--- src/rtl/damt_pkg.sv ---
// Shared types and constants of the descriptor allocate/map table.
// Used by the controller, the datapath, the top level and the checker.
package damt_pkg;

  // Bitmap rows are 32 slots wide; the slot limit register caps the usable table.
  localparam int WORD_BITS = 32;
  localparam int OFS_W     = 5;
  localparam int LIM_W     = 10;
  localparam int BASE_W    = 11;
  localparam int STORE_CAP = 512;

  localparam logic [2:0] ACT_ALLOC     = 3'd0;
  localparam logic [2:0] ACT_ALLOC_MAP = 3'd1;
  localparam logic [2:0] ACT_CLAIM     = 3'd2;
  localparam logic [2:0] ACT_FREE      = 3'd3;
  localparam logic [2:0] ACT_MAP       = 3'd4;
  localparam logic [2:0] ACT_UNMAP     = 3'd5;
  localparam logic [2:0] ACT_LOOKUP    = 3'd6;
  localparam logic [2:0] ACT_CHECK     = 3'd7;

  localparam logic [1:0] ST_OK      = 2'd0;
  localparam logic [1:0] ST_INVALID = 2'd1;
  localparam logic [1:0] ST_BUSY    = 2'd2;
  localparam logic [1:0] ST_FULL    = 2'd3;

  typedef enum logic [1:0] {
    S_IDLE,
    S_RANGE,
    S_EVAL,
    S_POST
  } state_e;

  typedef struct packed {
    logic load;
    logic rd;
    logic next_row;
    logic fail;
    logic eval;
    logic out_load;
  } dp_cmd_t;

  typedef struct packed {
    logic oor;
    logic is_alloc;
    logic found;
    logic last_row;
  } dp_sts_t;

endpackage

--- src/rtl/damt_ctrl.sv ---
// Controller state machine of the descriptor allocate/map table.
// Depends on damt_pkg; drives the datapath through dp_cmd_t and reads dp_sts_t.
module damt_ctrl
  import damt_pkg::*;
(
  input  logic    clk_i,
  input  logic    rst_ni,
  input  logic    in_valid_i,
  output logic    in_stall_o,
  output logic    out_valid_o,
  input  logic    out_stall_i,
  input  dp_sts_t sts_i,
  output dp_cmd_t cmd_o
);

  state_e state_q, state_d;
  logic   out_valid_q, out_valid_d;
  logic   out_free;
  logic   eval_done;

  assign out_free  = !out_valid_q || !out_stall_i;
  assign eval_done = !sts_i.is_alloc || sts_i.found || sts_i.last_row;

  always_comb begin
    state_d = state_q;
    unique case (state_q)
      S_IDLE: begin
        if (in_valid_i) state_d = S_RANGE;
      end
      S_RANGE: begin
        state_d = sts_i.oor ? S_POST : S_EVAL;
      end
      S_EVAL: begin
        if (eval_done) state_d = S_POST;
      end
      S_POST: begin
        if (out_free) state_d = S_IDLE;
      end
      default: state_d = S_IDLE;
    endcase
  end

  always_comb begin
    cmd_o      = '0;
    in_stall_o = 1'b1;
    unique case (state_q)
      S_IDLE: begin
        in_stall_o = 1'b0;
        cmd_o.load = in_valid_i;
      end
      S_RANGE: begin
        cmd_o.rd   = 1'b1;
        cmd_o.fail = sts_i.oor;
      end
      S_EVAL: begin
        if (eval_done) begin
          cmd_o.eval = 1'b1;
        end else begin
          cmd_o.rd       = 1'b1;
          cmd_o.next_row = 1'b1;
        end
      end
      S_POST: begin
        cmd_o.out_load = out_free;
      end
      default: ;
    endcase
  end

  assign out_valid_d = cmd_o.out_load ? 1'b1 : (out_valid_q && out_stall_i);
  assign out_valid_o = out_valid_q;

  always_ff @(posedge clk_i or negedge rst_ni) begin
    if (!rst_ni) begin
      state_q     <= S_IDLE;
      out_valid_q <= 1'b0;
    end else begin
      state_q     <= state_d;
      out_valid_q <= out_valid_d;
    end
  end

endmodule

--- src/rtl/damt_dp.sv ---
// Datapath of the descriptor allocate/map table: limit register, bitmap and
// identifier memories, row search and result registers. Depends on damt_pkg.
module damt_dp
  import damt_pkg::*;
#(
  parameter int SLOTS          = 256,
  parameter int RESERVED_SLOTS = 3,
  parameter int ID_WIDTH       = 16
) (
  input  logic          clk_i,
  input  logic          rst_ni,
  input  logic          cfg_we_i,
  input  logic [8:0]    cfg_slot_limit_i,
  input  logic [2:0]    action_i,
  input  logic [15:0]   slot_i,
  input  logic [15:0]   min_slot_i,
  input  logic [15:0]   system_id_i,
  input  dp_cmd_t       cmd_i,
  output dp_sts_t       sts_o,
  output logic [1:0]    status_o,
  output logic [7:0]    slot_out_o,
  output logic [15:0]   system_id_out_o
);

  localparam int STORE = (SLOTS < STORE_CAP) ? SLOTS : STORE_CAP;
  localparam int IDX_W = $clog2(STORE);
  localparam int ROWS  = (STORE + WORD_BITS - 1) / WORD_BITS;
  localparam int ROW_W = (ROWS > 1) ? $clog2(ROWS) : 1;

  logic [8:0]          slot_limit_q;
  logic [LIM_W-1:0]    lim;

  logic [2:0]          action_q;
  logic [15:0]         slot_q;
  logic [15:0]         start_q;
  logic [ID_WIDTH-1:0] sid_q;
  logic [ROW_W-1:0]    row_ptr_q;
  logic                first_q;

  logic [15:0]         start_in;
  logic                is_alloc_in;
  logic [47:0]         sid_wide;
  logic [ID_WIDTH-1:0] sid_in;

  logic [WORD_BITS-1:0] used_mem   [ROWS];
  logic [WORD_BITS-1:0] mapped_mem [ROWS];
  logic [ID_WIDTH-1:0]  id_mem     [STORE];
  logic [ROWS-1:0]      row_vld_q;

  logic [WORD_BITS-1:0] used_rd_q, mapped_rd_q;
  logic                 rd_vld_q;
  logic [ID_WIDTH-1:0]  id_rd_q;
  logic [ROW_W-1:0]     rd_row;
  logic [IDX_W-1:0]     slot_idx;

  logic [WORD_BITS-1:0] used_word, mapped_word;
  logic [BASE_W-1:0]    base, rem, next_base, found_slot;
  logic [WORD_BITS-1:0] lo_ok, hi_ok, free_bits, lowest;
  logic [OFS_W-1:0]     enc;
  logic                 is_alloc;
  logic [OFS_W-1:0]     bit_sel;
  logic                 u_bit, m_bit;
  logic [WORD_BITS-1:0] bit_mask;
  logic [ID_WIDTH+15:0] id_wide;

  logic [WORD_BITS-1:0] used_wd, mapped_wd;
  logic                 row_we, id_we;
  logic [IDX_W-1:0]     id_waddr;
  logic [1:0]           st_n;
  logic [7:0]           slot_n;
  logic [15:0]          id_n;

  logic [1:0]           res_status_q;
  logic [7:0]           res_slot_q;
  logic [15:0]          res_id_q;

  // Effective limit: the register value, capped at the table size.
  assign lim = ({1'b0, slot_limit_q} > LIM_W'(STORE)) ? LIM_W'(STORE)
                                                      : {1'b0, slot_limit_q};

  assign is_alloc_in = (action_i == ACT_ALLOC) || (action_i == ACT_ALLOC_MAP);
  assign start_in    = (min_slot_i < 16'(RESERVED_SLOTS)) ? 16'(RESERVED_SLOTS) : min_slot_i;
  assign sid_wide    = {32'd0, system_id_i};
  assign sid_in      = sid_wide[ID_WIDTH-1:0];

  always_ff @(posedge clk_i or negedge rst_ni) begin
    if (!rst_ni) begin
      slot_limit_q <= 9'd256;
    end else if (cfg_we_i) begin
      slot_limit_q <= cfg_slot_limit_i;
    end
  end

  always_ff @(posedge clk_i) begin
    if (cmd_i.load) begin
      action_q  <= action_i;
      slot_q    <= slot_i;
      start_q   <= start_in;
      sid_q     <= sid_in;
      row_ptr_q <= is_alloc_in ? ROW_W'(start_in >> OFS_W) : ROW_W'(slot_i >> OFS_W);
      first_q   <= 1'b1;
    end else if (cmd_i.next_row) begin
      row_ptr_q <= row_ptr_q + ROW_W'(1);
      first_q   <= 1'b0;
    end
  end

  assign is_alloc = (action_q == ACT_ALLOC) || (action_q == ACT_ALLOC_MAP);
  assign slot_idx = IDX_W'(slot_q);
  assign rd_row   = cmd_i.next_row ? (row_ptr_q + ROW_W'(1)) : row_ptr_q;

  // Registered reads of the bitmap rows and the identifier entry.
  always_ff @(posedge clk_i) begin
    if (cmd_i.rd) begin
      used_rd_q   <= used_mem[rd_row];
      mapped_rd_q <= mapped_mem[rd_row];
      rd_vld_q    <= row_vld_q[rd_row];
      id_rd_q     <= id_mem[slot_idx];
    end
  end

  // Rows never written read as all free and unmapped.
  assign used_word   = rd_vld_q ? used_rd_q : '0;
  assign mapped_word = rd_vld_q ? mapped_rd_q : '0;

  // Lowest free slot in the current row, bounded by the start and the limit.
  assign base      = BASE_W'({row_ptr_q, {OFS_W{1'b0}}});
  assign rem       = BASE_W'(lim) - base;
  assign next_base = base + BASE_W'(WORD_BITS);

  always_comb begin
    for (int i = 0; i < WORD_BITS; i++) begin
      lo_ok[i] = !first_q || (OFS_W'(i) >= start_q[OFS_W-1:0]);
      hi_ok[i] = BASE_W'(i) < rem;
    end
  end

  assign free_bits = ~used_word & lo_ok & hi_ok;
  assign lowest    = free_bits & (~free_bits + WORD_BITS'(1));

  always_comb begin
    enc = '0;
    for (int i = 0; i < WORD_BITS; i++) begin
      if (lowest[i]) enc = enc | OFS_W'(i);
    end
  end

  assign found_slot = base + BASE_W'(enc);

  assign bit_sel  = slot_q[OFS_W-1:0];
  assign u_bit    = used_word[bit_sel];
  assign m_bit    = mapped_word[bit_sel];
  assign bit_mask = WORD_BITS'(1) << bit_sel;
  assign id_wide  = {16'd0, id_rd_q};

  always_comb begin
    used_wd   = used_word;
    mapped_wd = mapped_word;
    row_we    = 1'b0;
    id_we     = 1'b0;
    id_waddr  = slot_idx;
    st_n      = ST_OK;
    slot_n    = '0;
    id_n      = '0;
    if (is_alloc) begin
      if (|free_bits) begin
        row_we  = 1'b1;
        used_wd = used_word | lowest;
        slot_n  = found_slot[7:0];
        if (action_q == ACT_ALLOC_MAP) begin
          mapped_wd = mapped_word | lowest;
          id_we     = 1'b1;
          id_waddr  = IDX_W'(found_slot);
        end
      end else begin
        st_n = ST_FULL;
      end
    end else begin
      row_we = 1'b1;
      unique case (action_q)
        ACT_CLAIM: begin
          if (m_bit) begin
            mapped_wd = mapped_word & ~bit_mask;
          end else if (u_bit) begin
            st_n = ST_BUSY;
          end else begin
            used_wd = used_word | bit_mask;
          end
        end
        ACT_FREE: begin
          used_wd   = used_word & ~bit_mask;
          mapped_wd = mapped_word & ~bit_mask;
        end
        ACT_MAP: begin
          mapped_wd = mapped_word | bit_mask;
          id_we     = 1'b1;
        end
        ACT_UNMAP: begin
          if (!m_bit) begin
            st_n = ST_INVALID;
          end else begin
            id_n = id_wide[15:0];
            // Reserved slots keep their mapping.
            if (slot_q >= 16'(RESERVED_SLOTS)) mapped_wd = mapped_word & ~bit_mask;
          end
        end
        ACT_LOOKUP: begin
          if (!m_bit) st_n = ST_INVALID;
          else        id_n = id_wide[15:0];
        end
        default: ;
      endcase
    end
  end

  always_ff @(posedge clk_i) begin
    if (cmd_i.eval && row_we) begin
      used_mem[row_ptr_q]   <= used_wd;
      mapped_mem[row_ptr_q] <= mapped_wd;
    end
  end

  always_ff @(posedge clk_i) begin
    if (cmd_i.eval && id_we) begin
      id_mem[id_waddr] <= sid_q;
    end
  end

  always_ff @(posedge clk_i or negedge rst_ni) begin
    if (!rst_ni) begin
      row_vld_q <= '0;
    end else if (cmd_i.eval && row_we) begin
      row_vld_q[row_ptr_q] <= 1'b1;
    end
  end

  always_ff @(posedge clk_i) begin
    if (cmd_i.fail) begin
      res_status_q <= is_alloc ? ST_FULL : ST_INVALID;
      res_slot_q   <= '0;
      res_id_q     <= '0;
    end else if (cmd_i.eval) begin
      res_status_q <= st_n;
      res_slot_q   <= slot_n;
      res_id_q     <= id_n;
    end
  end

  always_ff @(posedge clk_i) begin
    if (cmd_i.out_load) begin
      status_o        <= res_status_q;
      slot_out_o      <= res_slot_q;
      system_id_out_o <= res_id_q;
    end
  end

  assign sts_o.oor      = is_alloc ? (start_q >= 16'(lim)) : (slot_q >= 16'(lim));
  assign sts_o.is_alloc = is_alloc;
  assign sts_o.found    = |free_bits;
  assign sts_o.last_row = next_base >= BASE_W'(lim);

endmodule

--- src/rtl/descriptor_allocate_map_table.sv ---
// Top level of the descriptor allocate/map table.
// Instantiates damt_ctrl and damt_dp; types and codes come from damt_pkg.
//
// This block keeps a table of descriptor slots, each with a used bit, a mapped
// bit and a stored system identifier, and answers one word of result for every
// input word. Allocation returns the lowest free slot at or above the larger
// of min_slot and the reserved count; the other actions claim, free, map,
// unmap, look up or range-check one slot. Slots at or above the effective
// limit, which is the slot_limit register capped at the table size, are
// rejected. The bitmaps are held in 32-slot rows with a valid bit per row, so
// the table is clean right after reset and needs no clearing pass. Each item
// passes a range check, a search that reads R of the 32-slot rows, and a
// result post before the next word is taken. R is 0 when the addressed slot
// or the allocation start is at or above the limit, 1 for every other
// non-allocating action and for an allocation that finds its slot in the
// first row, and at most the number of rows below the limit (8 for the
// default table); the single read port of the bitmap memories reads one row
// per cycle. The finished result sits in an output register, so a new word
// is taken while the previous result waits on out_stall_i; a second finished
// result waits inside the block until the output register frees up. The
// slot_limit register is written through the configuration channel, which is
// always ready; write it only while the block is idle.
module descriptor_allocate_map_table
  import damt_pkg::*;
#(
  parameter int SLOTS          = 256,
  parameter int RESERVED_SLOTS = 3,
  parameter int ID_WIDTH       = 16
) (
  input  logic        clk_i,
  input  logic        rst_ni,
  input  logic        cfg_valid_i,
  output logic        cfg_ready_o,
  input  logic [8:0]  cfg_slot_limit_i,
  input  logic        in_valid_i,
  output logic        in_stall_o,
  input  logic [2:0]  action_i,
  input  logic [15:0] slot_i,
  input  logic [15:0] min_slot_i,
  input  logic [15:0] system_id_i,
  output logic        out_valid_o,
  input  logic        out_stall_i,
  output logic [1:0]  status_o,
  output logic [7:0]  slot_out_o,
  output logic [15:0] system_id_out_o
);

  dp_cmd_t cmd;
  dp_sts_t sts;
  logic    cfg_we;

  // The limit register can take a write in any cycle.
  assign cfg_ready_o = 1'b1;
  assign cfg_we      = cfg_valid_i && cfg_ready_o;

  damt_ctrl u_ctrl (
    .clk_i       (clk_i),
    .rst_ni      (rst_ni),
    .in_valid_i  (in_valid_i),
    .in_stall_o  (in_stall_o),
    .out_valid_o (out_valid_o),
    .out_stall_i (out_stall_i),
    .sts_i       (sts),
    .cmd_o       (cmd)
  );

  damt_dp #(
    .SLOTS          (SLOTS),
    .RESERVED_SLOTS (RESERVED_SLOTS),
    .ID_WIDTH       (ID_WIDTH)
  ) u_dp (
    .clk_i            (clk_i),
    .rst_ni           (rst_ni),
    .cfg_we_i         (cfg_we),
    .cfg_slot_limit_i (cfg_slot_limit_i),
    .action_i         (action_i),
    .slot_i           (slot_i),
    .min_slot_i       (min_slot_i),
    .system_id_i      (system_id_i),
    .cmd_i            (cmd),
    .sts_o            (sts),
    .status_o         (status_o),
    .slot_out_o       (slot_out_o),
    .system_id_out_o  (system_id_out_o)
  );

endmodule

--- config.mk ---
export PLATFORM = sky130hd
export DESIGN_NAME = descriptor_allocate_map_table
export DESIGN_NICKNAME = d
export VERILOG_FILES = /design/src/rtl/damt_pkg.sv /design/src/rtl/damt_ctrl.sv /design/src/rtl/damt_dp.sv /design/src/rtl/descriptor_allocate_map_table.sv
export SDC_FILE = /design/constraint.sdc
export NUM_CORES = 2
export LEC_CHECK = 0
export ABC_AREA = 1
export BUFFER_PORTS_ARGS = -buffer_cell sky130_fd_sc_hd__buf_2
export CELL_PAD_IN_SITES_DETAIL_PLACEMENT = 1
export CELL_PAD_IN_SITES_GLOBAL_PLACEMENT = 1
export CORE_MARGIN = 2
export CORE_UTILIZATION = 35
export DETAILED_ROUTE_END_ITERATION = 7
export PLACE_DENSITY_LB_ADDON = 0.1
export SKIP_LAST_GASP = 1
export SYNTH_ARGS = -nofsm -noshare
export SYNTH_HDL_FRONTEND = slang
export SYNTH_MEMORY_MAX_BITS = 65536
export SYNTH_SLANG_ARGS = --single-unit
--- constraint.sdc ---
create_clock -name clk_i -period 11.53 [get_ports clk_i]
set_clock_uncertainty 0.1 [all_clocks]
set_input_delay 2.306 -clock clk_i [delete_from_list [all_inputs] [get_ports clk_i]]
set_output_delay 2.306 -clock clk_i [all_outputs]
set_load 0.02 [all_outputs]
==> impl_metrics.toml <==
[run_status]
status = "complete, no violations"

[worst_setup_path]
start_kind = "register"
max_stage_delay_ps = 1020
cp_common_cell = "nand2_2"
crit_fanout = 41
worstPathArrival_ps = 8970
critPathLaunch = "u_dp.slot_limit_q[3]"
reg2reg_depth = 25
worst_ep_required_time_ps = 12130
crit_path_top_delay_cell = "nor2_2"
rr_startpoint = "u_dp.slot_limit_q[3]"
criticalPathCategory = "register to register"
cp-end-kind = "register"

[run]
maxCapViolCount = 0

[synth]
syn-cell-area_mm2 = 0.188
synth-async-reset-ratio = 0.00415
synth-edff-count = 4768
synth-seq-cells = 4816
synth-warning-count = 0
syn_avg_cell_area_um2 = 14.3
synth_cells = 13182
synth_area_leader_cell = "edfxtp_1"
synth_top_family_by_area = "compound AO/OA/AOI/OAI gates"
synth_top_area_share = 0.762
synthAdderAreaFrac = 0.00217
synth_nets = 13279
synth_simple_gate_area_share = 0.0889
synth_cell_types = 68
synth_ff_type = "edfxtp_1"
synth_compound_area_frac = 0.104
yosysSeqAreaShare = 0.767
synth_area_leaders = "edfxtp_1, nand2_1, a22oi_1"
synth_xor_area_frac = 0.0000932
synthMuxAreaShare = 0.00418

[grt]
grt-busiest-layer = "met2"
track_usage = 0.246
met1_usage = 0.344
use_met2 = 0.401
grt_max_degree = 179
grt_pass1_vias = 120241
antenna_found_initial = 45
grt.met3_usage = 0.0361
grt_pass1_wl_mm = 955
gr-total-overflow = 0

[clock_tree]
clock_path_buffers = 4
cts_buffers = 546
cts_hold_buf = 0
postCtsSetupBuffers = 0
clk_latency_ps = 1100
cts_resized = 0
cts_max_level = 6
root_buffer = "clkbuf_16"
clock_sinks = 4816
cts_tree = "yes"
clk_pin_slew_ps = 60

[min_path]
hp-class = "register to register"
min_from = "u_dp.res_slot_q[5]"
hold_path_depth = 0

[sta]
rsz0062_at_grt = "false"
fin_ws_ps = 3160
timing.fmax_ghz = 0.119
max_slew_margin = 0.0527
setup_viol = 0
worst_slew_pin_slew_ps = 1400
fin_tns_setup_ps = 0
hold_viol = 0
drv_slew = 0
period_share = 0.726
min_period_ps = 8370
holdWs_ps = 347

[floorplan]
coreArea_mm2 = 0.536
dieArea_mm2 = 0.543
dieWidth_um = 737
pin_count = 94
start_util = 0.351
rows = 269
die_height_um = 737

[drt]
drc = 0
postRouteWirelength_mm = 684
post_drt_wl_per_cell_um = 32.6
via_count = 117822
dr.pass1.iters = 6
ant_nets = 0
drt_iter0_drc = 12295
vias_per_cell = 5.61

[finish]
layout_common_cells = "edfxtp_1, nand2_1, a22oi_1, nand3_1, inv_1"
syn_to_final_growth_pct = 14.7
final_common_cell = "edfxtp_1"
fin_util = 0.402
final_nets = 13479
final_layout_size_suffix_gt1_frac = 0.107
final_cells = 21017

[place]
numPortBuffers = 92
post-place-ws_ps = 3290
dp.cells = 20015
place_congestion = 0.887
dpl.hpwl_mm = 413

[power]
ir_worst_vdd_uv = 179
powerDensity_mw_per_mm2 = 218
power_leakage_uw = 0.0720
==> where the power goes <==
group / total (uW) / switching, uW / leakage, uW / internal (uW)
registers: 20800 / 276 / 0.0434 / 20600
logic: 9180 / 7220 / 0.0202 / 1970
clock network: 16900 / 7210 / 0.00836 / 9730
total: 47000 / 14700 / 0.0720 / 32300
==> routing by layer <==
layer | wire, um | up-vias
met1 | 300000 | 62369
li1 | - | 50537
met3 | 42200 | 872
met5 | 12 | -
met4 | 18500 | 2
met2 | 323000 | 4042
==> final cells by class <==
class | count | area, um2
diodes | 21 | 52.6
clock buffers | 683 | 14400
clock inverters | 298 | 2720
fillers | 54049 | 320000
inverters | 789 | 3000
multi-input cells | 6737 | 38100
flip-flops and latches | 4816 | 144000
well taps | 7181 | 8980
repair buffers | 492 | 3990
==> registers in the layout, indices dropped and copies added (netlist names), 9 cells and up <==
signal                cells
u_dp.slot_limit_q         9
u_dp.id_mem            4096
u_dp.mapped_mem         256
u_dp.sid_q               16
u_dp.used_rd_q           32
u_dp.start_q             16
u_dp.res_id_q            16
u_dp.system_id_out_o     16
u_dp.mapped_rd_q         32
u_dp.used_mem           256
u_dp.id_rd_q             16
u_dp.slot_q              16
==> final timing paths <==
kind / end / slack [ps]
setup / recovery: u_dp.id_mem[207][9] / 3160
hold / removal: u_dp.slot_out_o[5] / 350
setup reg to reg: u_dp.id_mem[207][9] / 3160
hold reg to reg: u_dp.slot_out_o[5] / 350
max in group asynchronous: u_dp.slot_limit_q[4] / 9860
min in group asynchronous: u_dp.row_vld_q[7] / 1090
==> worst max-delay path, delay by kind of cell, from the launching register on <==
| kind | cells | cell delay [ps] |
|---|---|---|
| buffers and inverters | 4 | 1150 |
| AND/OR/NAND/NOR | 18 | 5130 |
| AO/OA/AOI/OAI | 2 | 550 |
| flip-flops | 1 | 440 |
| adder cells (fa/ha/maj) | 1 | 540 |
==> cell usage after synthesis, drive strengths merged, types with 2 or more instances <==
library cell	instances
edfxtp	4768
nand2	2247
a22oi	965
nand3	922
inv	785
nor2	554
clkbuf	543
a221oi	407
o21ai	344
a22o	327
buf	297
a21oi	280
nand4	163
mux2i	74
a31oi	55
a41oi	48
o22ai	45
a211oi	44
nor3	38
o211ai	38
ha	31
dfxtp	28
o221ai	21
a32o	19
dfrtp	19
o311ai	17
o2111ai	14
a311oi	12
o31ai	12
nor4	11
a21boi	8
nand3b	6
a2111oi	5
a32oi	5
and3	4
clkinv	4
mux2	4
or3	3
and2	2
o21a	2
==> cells by family after synthesis <==
group | Yosys count
compound gates | 2672
xor+xnor | 2
fa+ha+maj | 32
buf+inv | 1629
flops | 4816
mux | 78
other cells | 1
simple gates | 3952
==> through the flow <==
step | power [uW] | instance area [um2]
final | 47000 | 216000
after global routing | 48600 | 216000
after CTS | 47400 | 216000
after detailed placement | 30500 | 198000
after global placement | 30300 | 198000
after floorplan | 25900 | 188000
(Power assumes the default switching activity.)
